[config.mk]
export PLATFORM = sky130hd
export DESIGN_NAME = read_strand_transform
export DESIGN_NICKNAME = d
export VERILOG_FILES = /design/src/rtl/core/rst_pkg.sv /design/src/rtl/core/read_strand_transform.sv /design/src/rtl/core/rst_complement.sv
export VERILOG_INCLUDE_DIRS = /design/src /design/src/rtl/core
export SDC_FILE = /design/constraint.sdc
export NUM_CORES = 1
export LEC_CHECK = 0
export BUFFER_PORTS_ARGS = -buffer_cell sky130_fd_sc_hd__buf_2
export CORE_UTILIZATION = 45
export CTS_BUF_LIST = sky130_fd_sc_hd__clkbuf_2 sky130_fd_sc_hd__clkbuf_4 sky130_fd_sc_hd__clkbuf_8
export DETAILED_ROUTE_END_ITERATION = 8
export HOLD_SLACK_MARGIN = 0.05
export PLACE_DENSITY_LB_ADDON = 0.2
export SYNTH_ARGS = -nofsm -noshare
export SYNTH_HDL_FRONTEND = slang
export SYNTH_SLANG_ARGS = --single-unit
[constraint.sdc]
create_clock -name clk_i -period 4.4 [get_ports clk_i]
set_input_delay 0.44 -clock clk_i [delete_from_list [all_inputs] [get_ports clk_i]]
set_output_delay 0.44 -clock clk_i [all_outputs]
set_load 0.005 [all_outputs]
[src/rtl/core/read_strand_transform_assert.svh]
// Assertion macros for the read strand transform block.
// Each macro expects clk_i and rst_ni in scope.
`ifndef READ_STRAND_TRANSFORM_ASSERT_SVH
`define READ_STRAND_TRANSFORM_ASSERT_SVH

`ifndef ASSERT_OFF
`define RST_ASSERT(name, prop) \
  name: assert property (@(posedge clk_i) disable iff (!rst_ni) (prop)) \
    else $error("assertion failed");
`define RST_NEVER(name, prop) \
  name: assert property (@(posedge clk_i) disable iff (!rst_ni) !(prop)) \
    else $error("forbidden condition seen");
`else
`define RST_ASSERT(name, prop)
`define RST_NEVER(name, prop)
`endif

`endif

[src/rtl/core/rst_pkg.sv]
package rst_pkg;

  localparam int unsigned CfgW          = 7;
  localparam logic [6:0]  CfgLenReset   = 7'd64;
  localparam int unsigned BaseW         = 8;
  localparam int unsigned ModeW         = 2;

  typedef struct packed {
    logic             valid;
    logic [ModeW-1:0] mode;
    logic             last;
  } rst_beat_t;

endpackage

[src/rtl/core/read_strand_transform.sv]
// Channel   | Ports                                      | Handshake
// ----------+--------------------------------------------+--------------------------
// base in   | base_in_i, strand_mode_i                   | start & !busy
// config    | cfg_read_length_i                          | cfg_we_i
// base out  | base_out_o, strand_code_o, read_end_o,     | out_valid_o, one cycle
//           | bad_base_o                                 |
//
// A read of N bases is loaded at one beat per cycle while start is high, into a
// 1-port-read buffer memory. The last base starts emission: busy is high while one
// entry is read per cycle; the read data and its control are registered, and then
// registered again at the output. The next load overlaps the last two results.
// Reset clears the fill count, held mode and strobes, sets length to 64; no sweep.
// The receiver cannot stall; a result is offered for exactly one cycle.
`include "read_strand_transform_assert.svh"

module read_strand_transform
  import rst_pkg::*;
#(
  parameter int unsigned MAX_READ = 64
) (
  input  logic             clk_i,
  input  logic             rst_ni,
  input  logic             start,
  output logic             busy,
  input  logic [BaseW-1:0] base_in_i,
  input  logic [ModeW-1:0] strand_mode_i,
  input  logic             cfg_we_i,
  input  logic [CfgW-1:0]  cfg_read_length_i,
  output logic             out_valid_o,
  output logic [BaseW-1:0] base_out_o,
  output logic [ModeW-1:0] strand_code_o,
  output logic             read_end_o,
  output logic             bad_base_o
);

  localparam int unsigned AW = $clog2(MAX_READ);
  localparam int unsigned LW = $clog2(MAX_READ + 1);

  typedef enum logic [1:0] {
    S_LOAD = 2'b01,
    S_EMIT = 2'b10
  } state_e;

  state_e           state_q, state_d;
  logic [CfgW-1:0]  cfg_len_q;
  logic [LW-1:0]    fill_q, fill_d;
  logic [ModeW-1:0] mode_q, mode_d;
  logic [AW-1:0]    k_q, k_d;
  rst_beat_t        s1_q, s1_d;

  logic [BaseW-1:0] mem_q [MAX_READ];
  logic [BaseW-1:0] rd_data_q;

  logic [CfgW-1:0]  len_clip;
  logic [LW-1:0]    len;
  logic [LW-1:0]    fill_inc;
  logic             accept;
  logic             emit_last;
  logic             rd_en;
  logic [AW-1:0]    rd_addr;

  always_comb begin
    if (cfg_len_q == '0) begin
      len_clip = CfgW'(1);
    end else if (cfg_len_q > CfgW'(MAX_READ)) begin
      len_clip = CfgW'(MAX_READ);
    end else begin
      len_clip = cfg_len_q;
    end
  end

  assign len       = len_clip[LW-1:0];
  assign accept    = start && !busy;
  assign fill_inc  = fill_q + LW'(1);
  assign emit_last = (LW'(k_q) == (len - LW'(1)));
  assign rd_en     = (state_q == S_EMIT);
  assign rd_addr   = mode_q[0] ? AW'(len - LW'(1) - LW'(k_q)) : k_q;

  always_comb begin
    state_d = state_q;
    fill_d  = fill_q;
    mode_d  = mode_q;
    k_d     = k_q;
    s1_d    = '0;
    unique case (state_q)
      S_LOAD: begin
        if (accept) begin
          if (fill_q == '0) begin
            mode_d = strand_mode_i;
          end
          if (fill_inc >= len) begin
            fill_d  = '0;
            k_d     = '0;
            state_d = S_EMIT;
          end else begin
            fill_d = fill_inc;
          end
        end
      end
      S_EMIT: begin
        s1_d.valid = 1'b1;
        s1_d.mode  = mode_q;
        s1_d.last  = emit_last;
        k_d        = k_q + AW'(1);
        if (emit_last) begin
          state_d = S_LOAD;
        end
      end
      default: begin
        state_d = S_LOAD;
      end
    endcase
  end

  always_ff @(posedge clk_i or negedge rst_ni) begin
    if (!rst_ni) begin
      state_q   <= S_LOAD;
      cfg_len_q <= CfgLenReset;
      fill_q    <= '0;
      mode_q    <= '0;
      k_q       <= '0;
      s1_q      <= '0;
    end else begin
      state_q <= state_d;
      fill_q  <= fill_d;
      mode_q  <= mode_d;
      k_q     <= k_d;
      s1_q    <= s1_d;
      if (cfg_we_i) begin
        cfg_len_q <= cfg_read_length_i;
      end
    end
  end

  always_ff @(posedge clk_i) begin
    if (accept) begin
      mem_q[fill_q[AW-1:0]] <= base_in_i;
    end
    if (rd_en) begin
      rd_data_q <= mem_q[rd_addr];
    end
  end

  assign busy = (state_q == S_EMIT);

  rst_complement u_complement (
    .clk_i        (clk_i),
    .rst_ni       (rst_ni),
    .ctl_i        (s1_q),
    .data_i       (rd_data_q),
    .out_valid_o  (out_valid_o),
    .base_out_o   (base_out_o),
    .strand_code_o(strand_code_o),
    .read_end_o   (read_end_o),
    .bad_base_o   (bad_base_o)
  );

  `RST_ASSERT(a_fill_range, fill_q < LW'(MAX_READ))
  `RST_ASSERT(a_addr_range, (state_q == S_EMIT) |-> (LW'(rd_addr) < len))
  `RST_ASSERT(a_stage_from_emit, s1_q.valid |-> $past(state_q == S_EMIT))
  `RST_ASSERT(a_read_end_after_busy, $fell(busy) |-> ##1 (out_valid_o && read_end_o))
  `RST_NEVER(a_accept_in_emit, (state_q == S_EMIT) && accept)

endmodule

[src/rtl/core/rst_complement.sv]
`include "read_strand_transform_assert.svh"

module rst_complement
  import rst_pkg::*;
(
  input  logic             clk_i,
  input  logic             rst_ni,
  input  rst_beat_t        ctl_i,
  input  logic [BaseW-1:0] data_i,
  output logic             out_valid_o,
  output logic [BaseW-1:0] base_out_o,
  output logic [ModeW-1:0] strand_code_o,
  output logic             read_end_o,
  output logic             bad_base_o
);

  localparam logic [7:0] ChUpA = 8'h41;
  localparam logic [7:0] ChLoA = 8'h61;
  localparam logic [7:0] ChUpC = 8'h43;
  localparam logic [7:0] ChLoC = 8'h63;
  localparam logic [7:0] ChUpG = 8'h47;
  localparam logic [7:0] ChLoG = 8'h67;
  localparam logic [7:0] ChUpT = 8'h54;
  localparam logic [7:0] ChLoT = 8'h74;
  localparam logic [7:0] ChUpN = 8'h4E;
  localparam logic [7:0] ChLoN = 8'h6E;

  logic             valid_q;
  logic [BaseW-1:0] base_q, base_d;
  logic [ModeW-1:0] mode_q;
  logic             last_q;
  logic             bad_q, bad_d;
  logic [BaseW-1:0] comp_base;
  logic             comp_bad;

  always_comb begin
    comp_bad = 1'b0;
    case (data_i) inside
      ChUpA, ChLoA: comp_base = ChUpT;
      ChUpC, ChLoC: comp_base = ChUpG;
      ChUpG, ChLoG: comp_base = ChUpC;
      ChUpT, ChLoT: comp_base = ChUpA;
      ChUpN, ChLoN: comp_base = ChUpN;
      default: begin
        comp_base = ChUpN;
        comp_bad  = 1'b1;
      end
    endcase
  end

  always_comb begin
    if (ctl_i.mode[1]) begin
      base_d = comp_base;
      bad_d  = comp_bad;
    end else begin
      base_d = data_i;
      bad_d  = 1'b0;
    end
  end

  always_ff @(posedge clk_i or negedge rst_ni) begin
    if (!rst_ni) begin
      valid_q <= 1'b0;
    end else begin
      valid_q <= ctl_i.valid;
    end
  end

  always_ff @(posedge clk_i) begin
    if (ctl_i.valid) begin
      base_q <= base_d;
      bad_q  <= bad_d;
      mode_q <= ctl_i.mode;
      last_q <= ctl_i.last;
    end
  end

  assign out_valid_o   = valid_q;
  assign base_out_o    = base_q;
  assign strand_code_o = mode_q;
  assign read_end_o    = last_q;
  assign bad_base_o    = bad_q;

  `RST_ASSERT(a_bad_only_complement, (valid_q && bad_q) |-> (mode_q[1] && base_q == ChUpN))
  `RST_ASSERT(a_pass_through, (ctl_i.valid && !ctl_i.mode[1]) |=> (valid_q && base_q == $past(data_i)))
  `RST_ASSERT(a_strobe_follows_ctl, !ctl_i.valid |=> !valid_q)

endmodule
==> impl_metrics.json <==
{
  "status": "complete, no violations",
  "nNetsFinal": 1627,
  "cts-root-buf": "clkbuf_8",
  "synth_top_area_share": 0.673,
  "layout-drive-gt1-share": 0.143,
  "fillCellCount": 4211,
  "grt_pass1_vias": 13000,
  "critPathSlowestCell": "fa_1",
  "avgViaCountPerCell": 5.56,
  "startpoint": "cfg_len_q[2]",
  "cts_tree": "done",
  "pin_count": 35,
  "hold_path_class": "in2reg",
  "wl_per_cell_um": 23.5,
  "tightest_slew_ns": 1.19,
  "maxSlewViolCount": 0,
  "synth_common_cells": "532 x edfxtp_1, 416 x mux2i_1, 131 x nand3_1, 90 x nor2_1",
  "hpwl_um": 33000,
  "cts_buffer_depth": 3,
  "grt_pass1_wl_um": 82500,
  "core_area_sq_um": 51700,
  "layout_setup_ws_ns": 0.267,
  "period_needed_ns": 4.13,
  "seq_power_share": 0.342,
  "track_usage": 0.209,
  "synth_area_leader_cell": "edfxtp_1",
  "netSwitchingFraction": 0.376,
  "diodes": 0,
  "synthDistinctLibCells": 51,
  "start_util": 0.459,
  "synthCells": 1491,
  "grt_antenna_before_repair": 1,
  "clock.fmax_mhz": 242,
  "drt_iter0_drc": 1120,
  "p_clk_frac": 0.232,
  "peakVddDrop_mv": 0.454,
  "gp_congestion": 0.818,
  "p_leak_uw": 0.0103,
  "dieArea_sq_um": 53700,
  "port_buffers": 34,
  "syn_avg_cell_area_sq_um": 15.9,
  "rows": 83,
  "vias": 13000,
  "max_slew_margin": 0.206,
  "path_clk_slew_ns": 0.06,
  "hp-start": "cfg_we_i",
  "rr_startpoint": "cfg_len_q[2]",
  "synth_edf_count": 532,
  "setup-tns-final_ns": 0,
  "yosys_register_bits": 561,
  "p_int_uw": 11400,
  "worst_ep_required_time_ns": 4.75,
  "slowest_delay_ns": 0.46,
  "hold_violations": 0,
  "syn-cell-area_sq_um": 23700,
  "synth_warnings": 0,
  "cp-end-kind": "register",
  "clock_latency_ns": 0.68,
  "comb_power_share": 0.426,
  "skew_ns": 0.0368,
  "grt_max_degree": 65,
  "yosys-top-cells-area": "edfxtp_1 67%, mux2i_1 18%, dfrtp_1 2.8%",
  "p_per_area_nw_per_um2": 687,
  "setup_viol": 0,
  "syn_to_final_growth_pct": 12.4,
  "worstPathCellList": "or3_4 > nor3_1 > nor2_1 > nor2_2 > inv_1 > ha_1 > inv_1 > fa_1 > mux2i_4 > buf_12 > buf_12 > mux2i_1 > mux2i_1 > nand3_1 > nand4_1 > nand3_1 > nand4_1",
  "cap_violations": 0,
  "cts.sinks": 561,
  "syn_nets": 1529,
  "critPathKind": "reg2reg",
  "die_height_um": 232,
  "async_flop_share": 0.0517,
  "synth_flop_cell": "edfxtp_1",
  "yosysMostFrequentCell": "edfxtp_1",
  "cts_made_buffers": 91,
  "critPathArrivalTime_ns": 4.48,
  "grt_overflow": 0,
  "postRouteAntennaNets": 0,
  "cp_max_fo": 21,
  "whs_ns": 0.172,
  "rsz0062_at_grt": "false",
  "drc": 0,
  "die_w_um": 232,
  "dpl_worst_slack_ns": 0.225,
  "htreeDepth": 3,
  "period_share": 0.939,
  "fin_util": 0.516,
  "dr.pass1.iters": 5,
  "yosysSeqAreaShare": 0.704,
  "p_switching_uw": 6880,
  "start_kind": "register",
  "wl_um": 54900
}
final timing paths:
path | endpoint | slack, ns | cells after the start
min | cfg_len_q[3] | 0.17 | 2
max in group asynchronous | cfg_len_q[5] | 3.59 | 2
min in group asynchronous | fill_q[3] | 0.35 | 2
max | rd_data_q[4] | 0.27 | 17
max reg2reg | rd_data_q[4] | 0.27 | 17
min reg2reg | u_complement.read_end_o | 0.42 | 0
flip-flops by register name, indices dropped and copies added (netlist names):
| signal | flops |
|---|---|
| state_q | 2 |
| s1_q | 4 |
| mode_q | 2 |
| fill_q | 7 |
| cfg_len_q | 7 |
| mem_q | 512 |
| k_q | 6 |
| u_complement.bad_base_o | 1 |
| u_complement.out_valid_o | 1 |
| u_complement.read_end_o | 1 |
| u_complement.strand_code_o | 2 |
| rd_data_q | 8 |
| u_complement.base_out_o | 8 |
cells in the final DEF (no fill, tap or decap), types with 12 or more instances in the layout:
| cell | instances |
|---|---|
| buf_12 | 17 |
| buf_2 | 34 |
| buf_4 | 26 |
| clkbuf_4 | 23 |
| clkbuf_8 | 93 |
| clkinv_1 | 22 |
| clkinv_2 | 15 |
| dfrtp_1 | 27 |
| dlygate4sd3_1 | 12 |
| edfxtp_1 | 532 |
| ha_1 | 16 |
| inv_1 | 17 |
| mux2i_1 | 415 |
| nand2_1 | 33 |
| nand3_1 | 130 |
| nand4_1 | 33 |
| nor2_1 | 89 |
power groups by stage:
| stage | registers (uW) | clock network [uW] | logic, uW |
|---|---|---|---|
| 6_report | 6270 | 4250 | 7800 |
| 5_1_grt | 6300 | 4550 | 8310 |
| 4_1_cts | 6270 | 4340 | 7820 |
| 3_5_place_dp | 6380 | 0 | 7780 |
| 3_3_place_gp | 6380 | 0 | 7730 |
| 2_1_floorplan | 6280 | 0 | 5360 |
metal layers:
| metal | vias up | GRT usage | routed length, um |
|---|---|---|---|
| met5 | - | 0 | 10 |
| li1 | 5936 | - | - |
| met4 | 2 | 0.0707 | 1580 |
| met1 | 6535 | 0.292 | 24400 |
| met3 | 99 | 0.0439 | 3620 |
| met2 | 408 | 0.325 | 25300 |
metrics by stage:
step	instances	total power, uW	area (sq um)
floorplan	1491	11600	23700
global placement	2164	14100	24900
detailed placement	2164	14200	24900
CTS	2335	18400	26700
global route	2335	19200	26700
finish	2335	18300	26700
cells by family after synthesis:
kind of cell,Yosys count,share of synthesized area
AO/OA/AOI/OAI,42,0.0112
multiplexers,426,0.180
flip-flops,561,0.704
AND/OR/NAND/NOR,328,0.0673
XOR/XNOR,16,0.00590
buffers and inverters,101,0.0225
adder cells (fa/ha/maj),17,0.00928
cell type report:
type / count / area [sq um] / area share
flip-flops and latches: 561 / 16700 / 0.626
well taps: 680 / 851 / 0.0319
clock inverters: 43 / 230 / 0.00863
clock buffers: 116 / 1450 / 0.0545
multi-input cells: 829 / 6550 / 0.245
inverters: 17 / 63.8 / 0.00239
repair buffers: 89 / 826 / 0.0310
what timing repair did:
item | CTS | global route
buffers inserted | 0 | 0
endpoints found under the hold margin | 36 | 0
hold buffers | 12 | 0
resized for setup | 0 | 1
setup endpoints to repair | 0 | 1
critical path: cells and delay by family (launching register included):
family        cells  cell delay, ns
mux               3            0.67
simple gates      8            1.40
fa+ha+maj         2            0.73
flops             1            0.40
buf+inv           4            0.60
(Power assumes the default switching activity.)
